[src/design/srs_pkg.sv]
// Package for the stereo linear resampler: shared constants and types.
// Depends on nothing; every other design file refers to it by scoped names.
package srs_pkg;

	localparam int TARGET_RATE_DEF = 48000;
	localparam int SAMPLE_BITS_DEF = 24;
	localparam int PHASE_FRAC_DEF  = 20;

	// Source rate register: width and value after reset.
	localparam int RATE_W     = 18;
	localparam int RATE_RESET = 48000;

	// Integer bits kept in the phase accumulator above the fraction.
	localparam int PHASE_INT_BITS = 3;

	// At most this many output frames per input frame.
	localparam int MAX_RESULTS = 7;
	localparam int RES_CNT_W   = $clog2(MAX_RESULTS + 1);

	// Status of the step divider as seen by the sequencer.
	typedef struct packed {
		logic busy;
		logic done;
	} div_stat_t;

endpackage

[src/design/srs_in_if.sv]
// Channel interfaces of the stereo linear resampler: input frames, output
// frames and the source rate write. Depends on srs_pkg for default widths.
interface srs_in_if #(
	parameter int SAMPLE_BITS = srs_pkg::SAMPLE_BITS_DEF
);
	logic                          valid;
	logic                          ready;
	logic signed [SAMPLE_BITS-1:0] left_in;
	logic signed [SAMPLE_BITS-1:0] right_in;

	modport source (output valid, output left_in, output right_in, input ready);
	modport sink   (input valid, input left_in, input right_in, output ready);
endinterface

interface srs_out_if #(
	parameter int SAMPLE_BITS = srs_pkg::SAMPLE_BITS_DEF
);
	logic                          valid;
	logic                          ready;
	logic signed [SAMPLE_BITS-1:0] left_out;
	logic signed [SAMPLE_BITS-1:0] right_out;
	logic                          last_of_run;

	modport source (output valid, output left_out, output right_out,
		output last_of_run, input ready);
	modport sink   (input valid, input left_out, input right_out,
		input last_of_run, output ready);
endinterface

interface srs_cfg_if;
	logic                        valid;
	logic                        ready;
	logic [srs_pkg::RATE_W-1:0]  source_rate;

	modport source (output valid, output source_rate, input ready);
	modport sink   (input valid, input source_rate, output ready);
endinterface

[src/design/srs_step_div.sv]
// Phase step unit: floor(rate * 2^FRAC_BITS / TARGET_RATE) by multiplying with a
// rounded-up reciprocal, in two passes of one narrow multiplier.
// Depends on srs_pkg for the status struct and the default widths.
module srs_step_div #(
	parameter int RATE_W      = srs_pkg::RATE_W,
	parameter int FRAC_BITS   = srs_pkg::PHASE_FRAC_DEF,
	parameter int TARGET_RATE = srs_pkg::TARGET_RATE_DEF,
	parameter int STEP_W      = srs_pkg::PHASE_FRAC_DEF + srs_pkg::PHASE_INT_BITS
) (
	input  logic               clk,
	input  logic               arst_n,
	input  logic               start,
	input  logic [RATE_W-1:0]  rate,
	output srs_pkg::div_stat_t stat,
	output logic [STEP_W-1:0]  step
);
	// With SH extra shift bits the rounded-up reciprocal gives the exact floor
	// for every rate of RATE_W bits: the rate times the rounding error of the
	// reciprocal stays below 2^SH, so it never carries into the integer part.
	localparam int TW = $clog2(TARGET_RATE + 1);
	localparam int SH = RATE_W + TW;
	localparam int MW = FRAC_BITS + RATE_W + 2;
	localparam int LW = MW / 2;
	localparam int HW = MW - LW;
	localparam int PW = RATE_W + HW;
	localparam int SW = RATE_W + MW;

	localparam logic [MW-1:0] RECIP = MW'(((128'(1) << (FRAC_BITS + SH))
		+ 128'(TARGET_RATE - 1)) / 128'(TARGET_RATE));
	localparam logic [LW-1:0] RECIP_LO = RECIP[LW-1:0];
	localparam logic [HW-1:0] RECIP_HI = RECIP[MW-1:LW];

	logic [RATE_W-1:0]    rate_q;
	logic [RATE_W+LW-1:0] lo_q;
	logic [STEP_W-1:0]    step_q;
	logic                 busy_q;
	logic                 hi_q;
	logic                 done_q;

	logic [HW-1:0]        coef;
	logic [PW-1:0]        prod;
	logic [SW-1:0]        sum;

	// The first pass multiplies by the low half of the reciprocal, the second
	// by the high half; the second pass adds both partial products.
	always_comb begin
		coef = hi_q ? RECIP_HI : HW'(RECIP_LO);
		prod = PW'(rate_q) * PW'(coef);
		sum  = {prod, LW'(0)} + SW'(lo_q);
	end

	always_ff @(posedge clk or negedge arst_n) begin
		if (!arst_n) begin
			busy_q <= 1'b0;
			hi_q   <= 1'b0;
			done_q <= 1'b0;
		end else begin
			done_q <= busy_q && hi_q;
			if (start) begin
				busy_q <= 1'b1;
				hi_q   <= 1'b0;
			end else if (busy_q) begin
				if (hi_q) begin
					busy_q <= 1'b0;
					hi_q   <= 1'b0;
				end else begin
					hi_q <= 1'b1;
				end
			end
		end
	end

	always_ff @(posedge clk) begin
		if (start) begin
			rate_q <= rate;
		end
		if (busy_q && !hi_q) begin
			lo_q <= prod[RATE_W+LW-1:0];
		end
		if (busy_q && hi_q) begin
			step_q <= STEP_W'(sum >> SH);
		end
	end

	assign stat.busy = busy_q;
	assign stat.done = done_q;
	assign step      = step_q;
endmodule

[src/design/srs_interp.sv]
// Shared interpolation unit: prev + ((cur - prev) * frac) >>> FRAC_BITS.
// One multiply register stage; used once per channel. Depends on srs_pkg.
module srs_interp #(
	parameter int SAMPLE_BITS = srs_pkg::SAMPLE_BITS_DEF,
	parameter int FRAC_BITS   = srs_pkg::PHASE_FRAC_DEF
) (
	input  logic                          clk,
	input  logic signed [SAMPLE_BITS-1:0] a,
	input  logic signed [SAMPLE_BITS-1:0] b,
	input  logic        [FRAC_BITS-1:0]   frac,
	output logic signed [SAMPLE_BITS-1:0] res
);
	localparam int PW = SAMPLE_BITS + FRAC_BITS + 2;

	logic signed [SAMPLE_BITS:0]   diff;
	logic signed [FRAC_BITS:0]     frac_s;
	logic signed [PW-1:0]          prod;
	logic signed [PW-1:0]          prod_s1;
	logic signed [SAMPLE_BITS-1:0] a_s1;
	logic signed [PW-1:0]          shifted;

	always_comb begin
		diff   = {b[SAMPLE_BITS-1], b} - {a[SAMPLE_BITS-1], a};
		frac_s = {1'b0, frac};
		prod   = PW'(diff) * PW'(frac_s);
	end

	always_ff @(posedge clk) begin
		prod_s1 <= prod;
		a_s1    <= a;
	end

	// Arithmetic shift rounds toward minus infinity; the sum wraps to the sample width.
	always_comb begin
		shifted = prod_s1 >>> FRAC_BITS;
		res     = a_s1 + shifted[SAMPLE_BITS-1:0];
	end
endmodule

[src/design/stereo_linear_resampler.sv]
// Top level of the stereo linear resampler: sequencer, frame and phase state.
// Depends on srs_pkg, the channel interfaces, srs_step_div and srs_interp.
//
//  channel    | dir | payload                               | transfer when
//  -----------+-----+---------------------------------------+---------------------
//  frame_in   | in  | left_in, right_in                     | valid && ready
//  frame_out  | out | left_out, right_out, last_of_run      | valid && ready
//  cfg        | in  | source_rate                           | valid && ready
//
// Sequence: an accepted frame that yields k output frames (k from 1 to 7) keeps
// frame_in.ready low until its finish state is done, and so does one that yields
// none; the first frame after reset only primes the store and ready stays high.
// Every output frame takes a check, two passes through the one shared
// multiplier (left, then right) and a load.
// A source_rate write runs the step unit, a reciprocal multiply in two passes of
// its own narrow multiplier; neither channel is ready until the unit reports done.
// Reset clears the stored frame, the phase and the primed flag and loads the
// step for the reset source rate. A stalled frame_out holds the sequencer before
// the next multiply, but the last output of a frame may wait while a new
// input frame is taken.
module stereo_linear_resampler #(
	parameter int TARGET_RATE     = srs_pkg::TARGET_RATE_DEF,
	parameter int SAMPLE_BITS     = srs_pkg::SAMPLE_BITS_DEF,
	parameter int PHASE_FRAC_BITS = srs_pkg::PHASE_FRAC_DEF
) (
	input  logic       clk,
	input  logic       arst_n,
	srs_in_if.sink     frame_in,
	srs_out_if.source  frame_out,
	srs_cfg_if.sink    cfg
);
	localparam int PHASE_W = PHASE_FRAC_BITS + srs_pkg::PHASE_INT_BITS;
	localparam int CNT_W   = srs_pkg::RES_CNT_W;

	// Step for the reset rate, worked out at elaboration.
	localparam logic [PHASE_W-1:0] STEP_RESET =
		PHASE_W'((64'(srs_pkg::RATE_RESET) << PHASE_FRAC_BITS) / 64'(TARGET_RATE));
	localparam logic [PHASE_W-1:0] PHASE_ONE = PHASE_W'(1) << PHASE_FRAC_BITS;
	localparam logic [CNT_W-1:0]   LAST_IDX  = CNT_W'(srs_pkg::MAX_RESULTS - 1);

	typedef enum logic [6:0] {
		ST_IDLE  = 7'b0000001,
		ST_DIV   = 7'b0000010,
		ST_CHECK = 7'b0000100,
		ST_MUL_L = 7'b0001000,
		ST_MUL_R = 7'b0010000,
		ST_LOAD  = 7'b0100000,
		ST_FIN   = 7'b1000000
	} state_t;

	state_t state_q;
	state_t state_nx;

	logic                          primed_q;
	logic        [PHASE_W-1:0]     phase_q;
	logic        [PHASE_W-1:0]     step_q;
	logic        [CNT_W-1:0]       n_q;
	logic signed [SAMPLE_BITS-1:0] prev_l_q;
	logic signed [SAMPLE_BITS-1:0] prev_r_q;
	logic signed [SAMPLE_BITS-1:0] cur_l_q;
	logic signed [SAMPLE_BITS-1:0] cur_r_q;
	logic signed [SAMPLE_BITS-1:0] left_res_q;

	logic                          out_valid_q;
	logic signed [SAMPLE_BITS-1:0] out_l_q;
	logic signed [SAMPLE_BITS-1:0] out_r_q;
	logic                          out_last_q;

	logic                          in_xfer;
	logic                          cfg_xfer;
	logic                          out_xfer;
	logic                          out_free;
	logic                          below_one;
	logic        [PHASE_W-1:0]     phase_adv;
	logic                          more;

	srs_pkg::div_stat_t            div_stat;
	logic        [PHASE_W-1:0]     div_step;

	logic signed [SAMPLE_BITS-1:0] mul_a;
	logic signed [SAMPLE_BITS-1:0] mul_b;
	logic signed [SAMPLE_BITS-1:0] mul_res;

	// Handshakes. A rate write wins over a frame offered in the same cycle.
	assign cfg.ready      = (state_q == ST_IDLE);
	assign frame_in.ready = (state_q == ST_IDLE) && !cfg.valid;
	assign cfg_xfer       = cfg.valid && cfg.ready;
	assign in_xfer        = frame_in.valid && frame_in.ready;
	assign out_xfer       = frame_out.valid && frame_out.ready;

	// The output register is free if empty or being drained this cycle; once we
	// leave the check state it stays free until the load after both multiply states.
	assign out_free  = !out_valid_q || frame_out.ready;
	assign below_one = (phase_q < PHASE_ONE);
	assign phase_adv = phase_q + step_q;
	assign more      = (phase_adv < PHASE_ONE) && (n_q < LAST_IDX);

	srs_step_div #(
		.RATE_W      (srs_pkg::RATE_W),
		.FRAC_BITS   (PHASE_FRAC_BITS),
		.TARGET_RATE (TARGET_RATE),
		.STEP_W      (PHASE_W)
	) u_div (
		.clk    (clk),
		.arst_n (arst_n),
		.start  (cfg_xfer),
		.rate   (cfg.source_rate),
		.stat   (div_stat),
		.step   (div_step)
	);

	// The multiplier sees the left pair in MUL_L and the right pair otherwise.
	always_comb begin
		if (state_q == ST_MUL_L) begin
			mul_a = prev_l_q;
			mul_b = cur_l_q;
		end else begin
			mul_a = prev_r_q;
			mul_b = cur_r_q;
		end
	end

	srs_interp #(
		.SAMPLE_BITS (SAMPLE_BITS),
		.FRAC_BITS   (PHASE_FRAC_BITS)
	) u_interp (
		.clk  (clk),
		.a    (mul_a),
		.b    (mul_b),
		.frac (phase_q[PHASE_FRAC_BITS-1:0]),
		.res  (mul_res)
	);

	always_comb begin
		state_nx = state_q;
		unique case (state_q)
			ST_IDLE: begin
				if (cfg_xfer) begin
					state_nx = ST_DIV;
				end else if (in_xfer && primed_q) begin
					state_nx = ST_CHECK;
				end
			end
			ST_DIV: begin
				if (div_stat.done) begin
					state_nx = ST_IDLE;
				end
			end
			ST_CHECK: begin
				if (!below_one) begin
					state_nx = ST_FIN;
				end else if (out_free) begin
					state_nx = ST_MUL_L;
				end
			end
			ST_MUL_L: state_nx = ST_MUL_R;
			ST_MUL_R: state_nx = ST_LOAD;
			ST_LOAD:  state_nx = more ? ST_CHECK : ST_FIN;
			ST_FIN:   state_nx = ST_IDLE;
			default:  state_nx = ST_IDLE;
		endcase
	end

	// Control state.
	always_ff @(posedge clk or negedge arst_n) begin
		if (!arst_n) begin
			state_q     <= ST_IDLE;
			primed_q    <= 1'b0;
			phase_q     <= '0;
			step_q      <= STEP_RESET;
			n_q         <= '0;
			prev_l_q    <= '0;
			prev_r_q    <= '0;
			out_valid_q <= 1'b0;
		end else begin
			state_q <= state_nx;

			if (state_q == ST_DIV && div_stat.done) begin
				step_q <= div_step;
			end

			// The very first frame only fills the previous-frame store.
			if (in_xfer && !primed_q) begin
				prev_l_q <= frame_in.left_in;
				prev_r_q <= frame_in.right_in;
				primed_q <= 1'b1;
			end

			if (state_q == ST_LOAD) begin
				phase_q <= phase_adv;
				n_q     <= n_q + CNT_W'(1);
			end

			// Drop the phase by one input period, saturating at zero when the
			// output cap stopped the run short of one.
			if (state_q == ST_FIN) begin
				phase_q  <= below_one ? '0 : phase_q - PHASE_ONE;
				n_q      <= '0;
				prev_l_q <= cur_l_q;
				prev_r_q <= cur_r_q;
			end

			if (state_q == ST_LOAD) begin
				out_valid_q <= 1'b1;
			end else if (out_xfer) begin
				out_valid_q <= 1'b0;
			end
		end
	end

	// Data registers.
	always_ff @(posedge clk) begin
		if (in_xfer) begin
			cur_l_q <= frame_in.left_in;
			cur_r_q <= frame_in.right_in;
		end
		if (state_q == ST_MUL_R) begin
			left_res_q <= mul_res;
		end
		if (state_q == ST_LOAD) begin
			out_l_q    <= left_res_q;
			out_r_q    <= mul_res;
			out_last_q <= !more;
		end
	end

	assign frame_out.valid       = out_valid_q;
	assign frame_out.left_out    = out_l_q;
	assign frame_out.right_out   = out_r_q;
	assign frame_out.last_of_run = out_last_q;
endmodule

[src/flat_wrapper.sv]
// flat-port wrapper written by rule: the top's interface ports become plain ports
module stereo_linear_resampler_flat 
#(
	parameter int TARGET_RATE     = srs_pkg::TARGET_RATE_DEF,
	parameter int SAMPLE_BITS     = srs_pkg::SAMPLE_BITS_DEF,
	parameter int PHASE_FRAC_BITS = srs_pkg::PHASE_FRAC_DEF
)
  (clk, arst_n, frame_in_valid, frame_in_left_in, frame_in_right_in, frame_in_ready, frame_out_valid, frame_out_left_out, frame_out_right_out, frame_out_last_of_run, frame_out_ready, cfg_valid, cfg_source_rate, cfg_ready);
  srs_in_if #(.SAMPLE_BITS(SAMPLE_BITS)) frame_in_i ();
  srs_out_if #(.SAMPLE_BITS(SAMPLE_BITS)) frame_out_i ();
  srs_cfg_if cfg_i ();
  input  logic clk;
  input  logic arst_n;
  input wire logic [$bits(frame_in_i.valid)-1:0] frame_in_valid;
  input wire logic [$bits(frame_in_i.left_in)-1:0] frame_in_left_in;
  input wire logic [$bits(frame_in_i.right_in)-1:0] frame_in_right_in;
  output wire logic [$bits(frame_in_i.ready)-1:0] frame_in_ready;
  output wire logic [$bits(frame_out_i.valid)-1:0] frame_out_valid;
  output wire logic [$bits(frame_out_i.left_out)-1:0] frame_out_left_out;
  output wire logic [$bits(frame_out_i.right_out)-1:0] frame_out_right_out;
  output wire logic [$bits(frame_out_i.last_of_run)-1:0] frame_out_last_of_run;
  input wire logic [$bits(frame_out_i.ready)-1:0] frame_out_ready;
  input wire logic [$bits(cfg_i.valid)-1:0] cfg_valid;
  input wire logic [$bits(cfg_i.source_rate)-1:0] cfg_source_rate;
  output wire logic [$bits(cfg_i.ready)-1:0] cfg_ready;
  assign frame_in_i.valid = frame_in_valid;
  assign frame_in_i.left_in = frame_in_left_in;
  assign frame_in_i.right_in = frame_in_right_in;
  assign frame_in_ready = frame_in_i.ready;
  assign frame_out_valid = frame_out_i.valid;
  assign frame_out_left_out = frame_out_i.left_out;
  assign frame_out_right_out = frame_out_i.right_out;
  assign frame_out_last_of_run = frame_out_i.last_of_run;
  assign frame_out_i.ready = frame_out_ready;
  assign cfg_i.valid = cfg_valid;
  assign cfg_i.source_rate = cfg_source_rate;
  assign cfg_ready = cfg_i.ready;
  stereo_linear_resampler #(.TARGET_RATE(TARGET_RATE), .SAMPLE_BITS(SAMPLE_BITS), .PHASE_FRAC_BITS(PHASE_FRAC_BITS)) u_core (.clk(clk), .arst_n(arst_n), .frame_in(frame_in_i), .frame_out(frame_out_i), .cfg(cfg_i));
endmodule
[config.mk]
export PLATFORM = sky130hd
export DESIGN_NAME = stereo_linear_resampler_flat
export DESIGN_NICKNAME = d
export VERILOG_FILES = /design/src/design/srs_pkg.sv /design/src/design/srs_in_if.sv /design/src/design/srs_step_div.sv /design/src/design/srs_interp.sv /design/src/design/stereo_linear_resampler.sv /design/src/flat_wrapper.sv
export SDC_FILE = /design/constraint.sdc
export NUM_CORES = 2
export LEC_CHECK = 0
export BUFFER_PORTS_ARGS = -buffer_cell sky130_fd_sc_hd__buf_4
export CAP_MARGIN = 30
export CORE_ASPECT_RATIO = 1.1
export CORE_MARGIN = 3
export CORE_UTILIZATION = 45
export DETAILED_ROUTE_END_ITERATION = 10
export PLACE_DENSITY_LB_ADDON = 0.15
export SYNTH_ARGS = -nofsm -noshare
export SYNTH_HDL_FRONTEND = slang
export SYNTH_HIERARCHICAL = 1
export SYNTH_SLANG_ARGS = --single-unit
[constraint.sdc]
create_clock -name clk -period 11.5 [get_ports clk]
set_clock_uncertainty 0.05 [all_clocks]
set_input_delay 0.575 -clock clk [delete_from_list [all_inputs] [get_ports clk]]
set_output_delay 0.575 -clock clk [all_outputs]
set_load 0.005 [all_outputs]
* After elaboration in Yosys (flattened, before gate mapping) *
Index checks and enable logic that the tools add are counted.

storage, ports and cells
  flip-flop bits (word level) = 377
  bits of input ports = 71
  output and inout bits = 52
  logic and storage cells = 90

operators by class
  add/subtract/negate cells = 6
  multiply operators = 2
  magnitude comparators = 3
  eq/ne operators = 10
  mux-type cells = 26
  reduce and logical (&&, ||, !) cells = 21

operators by type and width
  cell                                                                     count
  24-bit 2-to-1 mux                                                        6
  23-bit 2-to-1 mux                                                        3
  57-bit by 38-bit adder with 57-bit output                                1
  23-bit by 21-bit < comparator with 1-bit output (second input constant)  2
  25-bit by 21-bit multiplier with 44-bit output                           1
  7-bit 2-to-1 mux                                                         6
  7-bit one-hot mux with 6 select lines                                    1
  18-bit by 20-bit multiplier with 38-bit output                           1
  24-bit by 24-bit subtractor with 25-bit output                           1
  24-bit adder                                                             1
  23-bit adder                                                             1
  23-bit by 21-bit subtractor with 23-bit output (second input constant)   1
  20-bit 2-to-1 mux                                                        1
  1-bit logical AND                                                        10
  2-bit nonzero test                                                       4
  7-bit by 1-bit == test with 1-bit output (second input constant)         1
  7-bit by 2-bit == test with 1-bit output (second input constant)         1
  7-bit by 3-bit == test with 1-bit output (second input constant)         1
  7-bit by 4-bit == test with 1-bit output (second input constant)         1
  7-bit by 5-bit == test with 1-bit output (second input constant)         1
  7-bit by 6-bit == test with 1-bit output (second input constant)         1
  7-bit == test (second input constant)                                    1
  1-bit 2-to-1 mux                                                         7
  3-bit 2-to-1 mux                                                         2
  other kinds (8)                                                          12

* Logic depth before layout (Yosys ltp) *
  depth in word-level cells = 7
  depth in mapped cells = 44
  depth with buffers taken out = 42

* Hierarchy *
The synthesis kept the hierarchy.

modules (own cells, without submodules)
  module                   times used  cells each  area an instance (um^2)  seq. area each (um^2)
  srs_interp               1           2284        20679.8                  960.9
  srs_step_div             1           1236        12448.2                  1846.8
  stereo_linear_resampler  1           854         9973.3                   6288.5

* Worst setup path after synthesis *
No wires, ideal clock.

  path type = register to register
  start point = register u_core.state_q[6]
  end point = register u_core.u_interp.prod_s1[37]
  setup time = 119 ps
  data arrival time = 9480 ps
  required time = 11331 ps
  setup slack = 1852 ps
  stages on the path, launching flop included = 43
  path buffers = 3
  clock period less this slack = 9648 ps
  cells stage by stage = dfrtp_1 or3_1 nor3_1 nand3b_1 inv_1 buf_2 buf_1 nand2_1 nand2_1 inv_1 ha_1 a21o_1 a21o_1 a21oi_1 nor3b_1 a211oi_1 o21ai_0 nand2b_1 [... 7 more ...] fa_1 inv_1 fa_1 fa_1 fa_1 inv_1 fa_1 inv_1 ha_1 or3_1 o221ai_1 o211ai_2 a21oi_2 o21ai_2 nor2_1 inv_1 a31o_2 xor2_1

on the way
  longest elaborated chain between the ends = 4
  elaborated cells between the ends (all ways) = 5
  those cells by class = add/sub (1); mul (1); eq/ne (1); mux (2)

RTL lines
  item                                            RTL line                        text
  start: declaration                              stereo_linear_resampler.sv:51   state_t state_q;
  start signal: assignment                        stereo_linear_resampler.sv:176  state_q <= state_nx;
  7-bit by 4-bit == test with 1-bit output        stereo_linear_resampler.sv:114  if (state_q == ST_MUL_L) begin
  24-bit 2-to-1 mux                               stereo_linear_resampler.sv:114
  via u_core.mul_a[11]                            stereo_linear_resampler.sv:80   logic signed [SAMPLE_BITS-1:0] mul_a;
  24-bit by 24-bit subtractor with 25-bit output  srs_interp.sv:23                diff = {b[SAMPLE_BITS-1], b} - {a[SAMPLE_BITS-1], a};
  25-bit by 21-bit multiplier with 44-bit output  srs_interp.sv:25                prod = PW'(diff) * PW'(frac_s);
  via u_core.u_interp.prod[37]                    srs_interp.sv:17                logic signed [PW-1:0] prod;
  end signal: assignment                          srs_interp.sv:29                prod_s1 <= prod;
  end: declaration                                srs_interp.sv:18                logic signed [PW-1:0] prod_s1;

The timed path passes the listed nets, and every way through them passes these cells.
A chain may end at the register's enable or synchronous reset.

* Worst setup path after layout *
  start point = register u_core.state_q[6]
  end point = register u_core.u_interp.prod_s1[37]

on the way
  longest elaborated chain between the ends = 4
  elaborated cells between the ends (all ways) = 5
  those cells by class = add/sub (1); mul (1); eq/ne (1); mux (2)

RTL lines
  item                                            RTL line                        text
  7-bit by 4-bit == test with 1-bit output        stereo_linear_resampler.sv:114
  24-bit 2-to-1 mux                               stereo_linear_resampler.sv:114
  via u_core.mul_b[0]                             stereo_linear_resampler.sv:81   logic signed [SAMPLE_BITS-1:0] mul_b;
  24-bit by 24-bit subtractor with 25-bit output  srs_interp.sv:23
  25-bit by 21-bit multiplier with 44-bit output  srs_interp.sv:25
  via u_core.u_interp.prod[37]                    srs_interp.sv:17

The timed path passes the listed nets, and every way through them passes these cells.

==> out/summary.txt <==
fill cell total of the finished layout: 8,869
crit path max fanout: 49
met3 usage in global routing: 0.0256
die height: 331 um
total number of clock tree sinks: 337
WL/cell: 18.9 um
CTS buffer count: 42
area of the core: 94,500 um^2
Gate Count Post-Synth: 4,373
yosys warns: 6
worst slew pin tran: 1.05 ns
crit-path max cell delay: 0.65 ns
pre-CTS WS: 0.705 ns
crit path DAT: 11.19 ns
cts repair resizes: 0
status: finished, final reports clean
GR Util met2: 0.423
Final nets: 5,599
Die Wd: 301 um
r2r setup slk: 0.71 ns
most frequent cells in the layout: inv_1, fa_1, nand2_1
CP startpoint: u_core/state_q[6]
Clock Latency Late Sink: 0.60 ns
relative max-transition margin: 0.303
H-tree lvl count: 2
Sum Neg Setup Slack: 0 ns
met1 GRT Util: 0.271
min-delay src: cfg_source_rate[12]
Critical Path Most Common Cell: fa_1
layout cells sized above 1: 0.0793
critical path class: reg -> reg
number of max-cap violations: 0
global-route wire length before repair: 174,000 um
DPL Wire Length: 88,900 um
clk buf depth: 3
Final period util: 0.938
die area: 99,500 um^2
Post-DRT Antenna Nets: 0
Ports: 123
Initial Util: 0.456
Post-Route WL: 109,000 um
vias per cell: 5.01
RSZ-0062 raised after global routing: false
Register Area: 9100 um^2
Area growth syn-to-layout: 8.91%
gr ovfl total: 0
reg2reg start: u_core/state_q[6]
Avg Synthesized Cell Area: 9.85 um^2
Placement Rows: 118
multi-input logic area: 29,600 um^2
final setup vio count: 0
Post-CTS Setup Inserts: 0
GRT Total Usage: 0.227
vias in the first global route: 30,900
final core utilization: 0.497
drt first-iter violations: 1,255
Clk pin slew, worst setup/hold paths: 0.05 ns
busiest grt layer: met2
Final min period: 10.79 ns
largest net degree at the start of global routing: 97
Startpoint Class: flop
final hold slack: 0.106 ns
number of I/O port buffers: 122
placer congestion estimate: 0.876
CTS tree: done
final hold violation count: 0
HP Class: in -> reg
max-slew violations: 0
Critical Path RT: 11.90 ns
initial antenna violation count: 1
Slowest-stage cell, CP: xnor2_1
cell at the root of the clock tree: clkbuf_16
Pre-antenna DRT Iters: 7
Worst Setup End Kind: flop
final worst setup slack: 0.714 ns
vias post-DR: 28,800
Max Clk Rate: 92.7 MHz
Synth Cell Area: 43,100 um^2
drt drc: 0
most common cell after layout, fill and taps aside: inv_1
## registers in the layout, summed over array words and instances, names as in the netlist
signal / cells
u_core/prev_r_q: 24
u_core/step_q: 23
u_core/u_div/rate_q: 18
u_core/u_div/hi_q: 1
u_core/n_q: 3
u_core/frame_out.left_out: 24
u_core/primed_q: 1
u_core/u_interp/a_s1: 24
u_core/frame_out.right_out: 24
u_core/state_q: 7
u_core/frame_out.valid: 1
u_core/u_div/step: 23
u_core/u_div/busy_q: 1
u_core/left_res_q: 24
u_core/u_div/lo_q: 18
u_core/cur_r_q: 24
u_core/frame_out.last_of_run: 1
u_core/prev_l_q: 24
u_core/phase_q: 23
u_core/u_div/done_q: 1
u_core/cur_l_q: 24
u_core/u_interp/prod_s1: 24
## timing repair
| action | 4_1_cts | 5_1_grt |
|---|---|---|
| endpoints found under the hold margin | 42 | 0 |
| setup endpoints to repair | 0 | 0 |
| hold buffers | 1 | 0 |
## worst max-delay path, delay by kind of cell (launching register included)
kind / cells / cell delay, ns
and+or+nand+nor: 10 / 1.83
AOI/OAI and AO/OA: 12 / 2.37
buffers and inverters: 8 / 0.72
xor gates and xnor gates: 2 / 0.78
DFF: 1 / 0.41
adders and majority gates: 10 / 4.47
## per-stage QoR
stage,std cells,area (um^2)
after floorplan,4382,43100
after global placement,5666,45400
after detailed placement,5672,45500
after CTS,5751,46900
after global routing,5752,46900
final,5753,46900
## metal layers
metal,part of all wire,vias to the layer above,routed length (um)
met4,0.037,0,3970
met3,0.033,167,3540
li1,-,13600,-
met2,0.53,478,58000
met1,0.40,14600,43100
met5,0,-,0
## final timing paths
check	endpoint	depth (start not counted)
min in group asynchronous	u_core/frame_out.valid	2
max in group asynchronous	u_core/step_q[20]	4
setup / recovery	u_core/u_interp/prod_s1[37]	42
hold reg to reg	u_core/frame_out.left_out[5]	0
hold / removal	u_core/u_div/rate_q[12]	1
setup reg to reg	u_core/u_interp/prod_s1[37]	42
## cell type report
cell class                 instances  share of cell area
inverter                        1003              0.0802
clock inverter                    28             0.00533
multi-input combinational       2891               0.631
timing repair buffer             183              0.0320
tap                             1260              0.0336
clock buffer                      50              0.0237
antenna                            1           0.0000533
sequential                       337               0.194
Power is left out: the tool's default activity adds up to more than one toggle a clock period on the data nets, which glitch-free logic cannot reach.
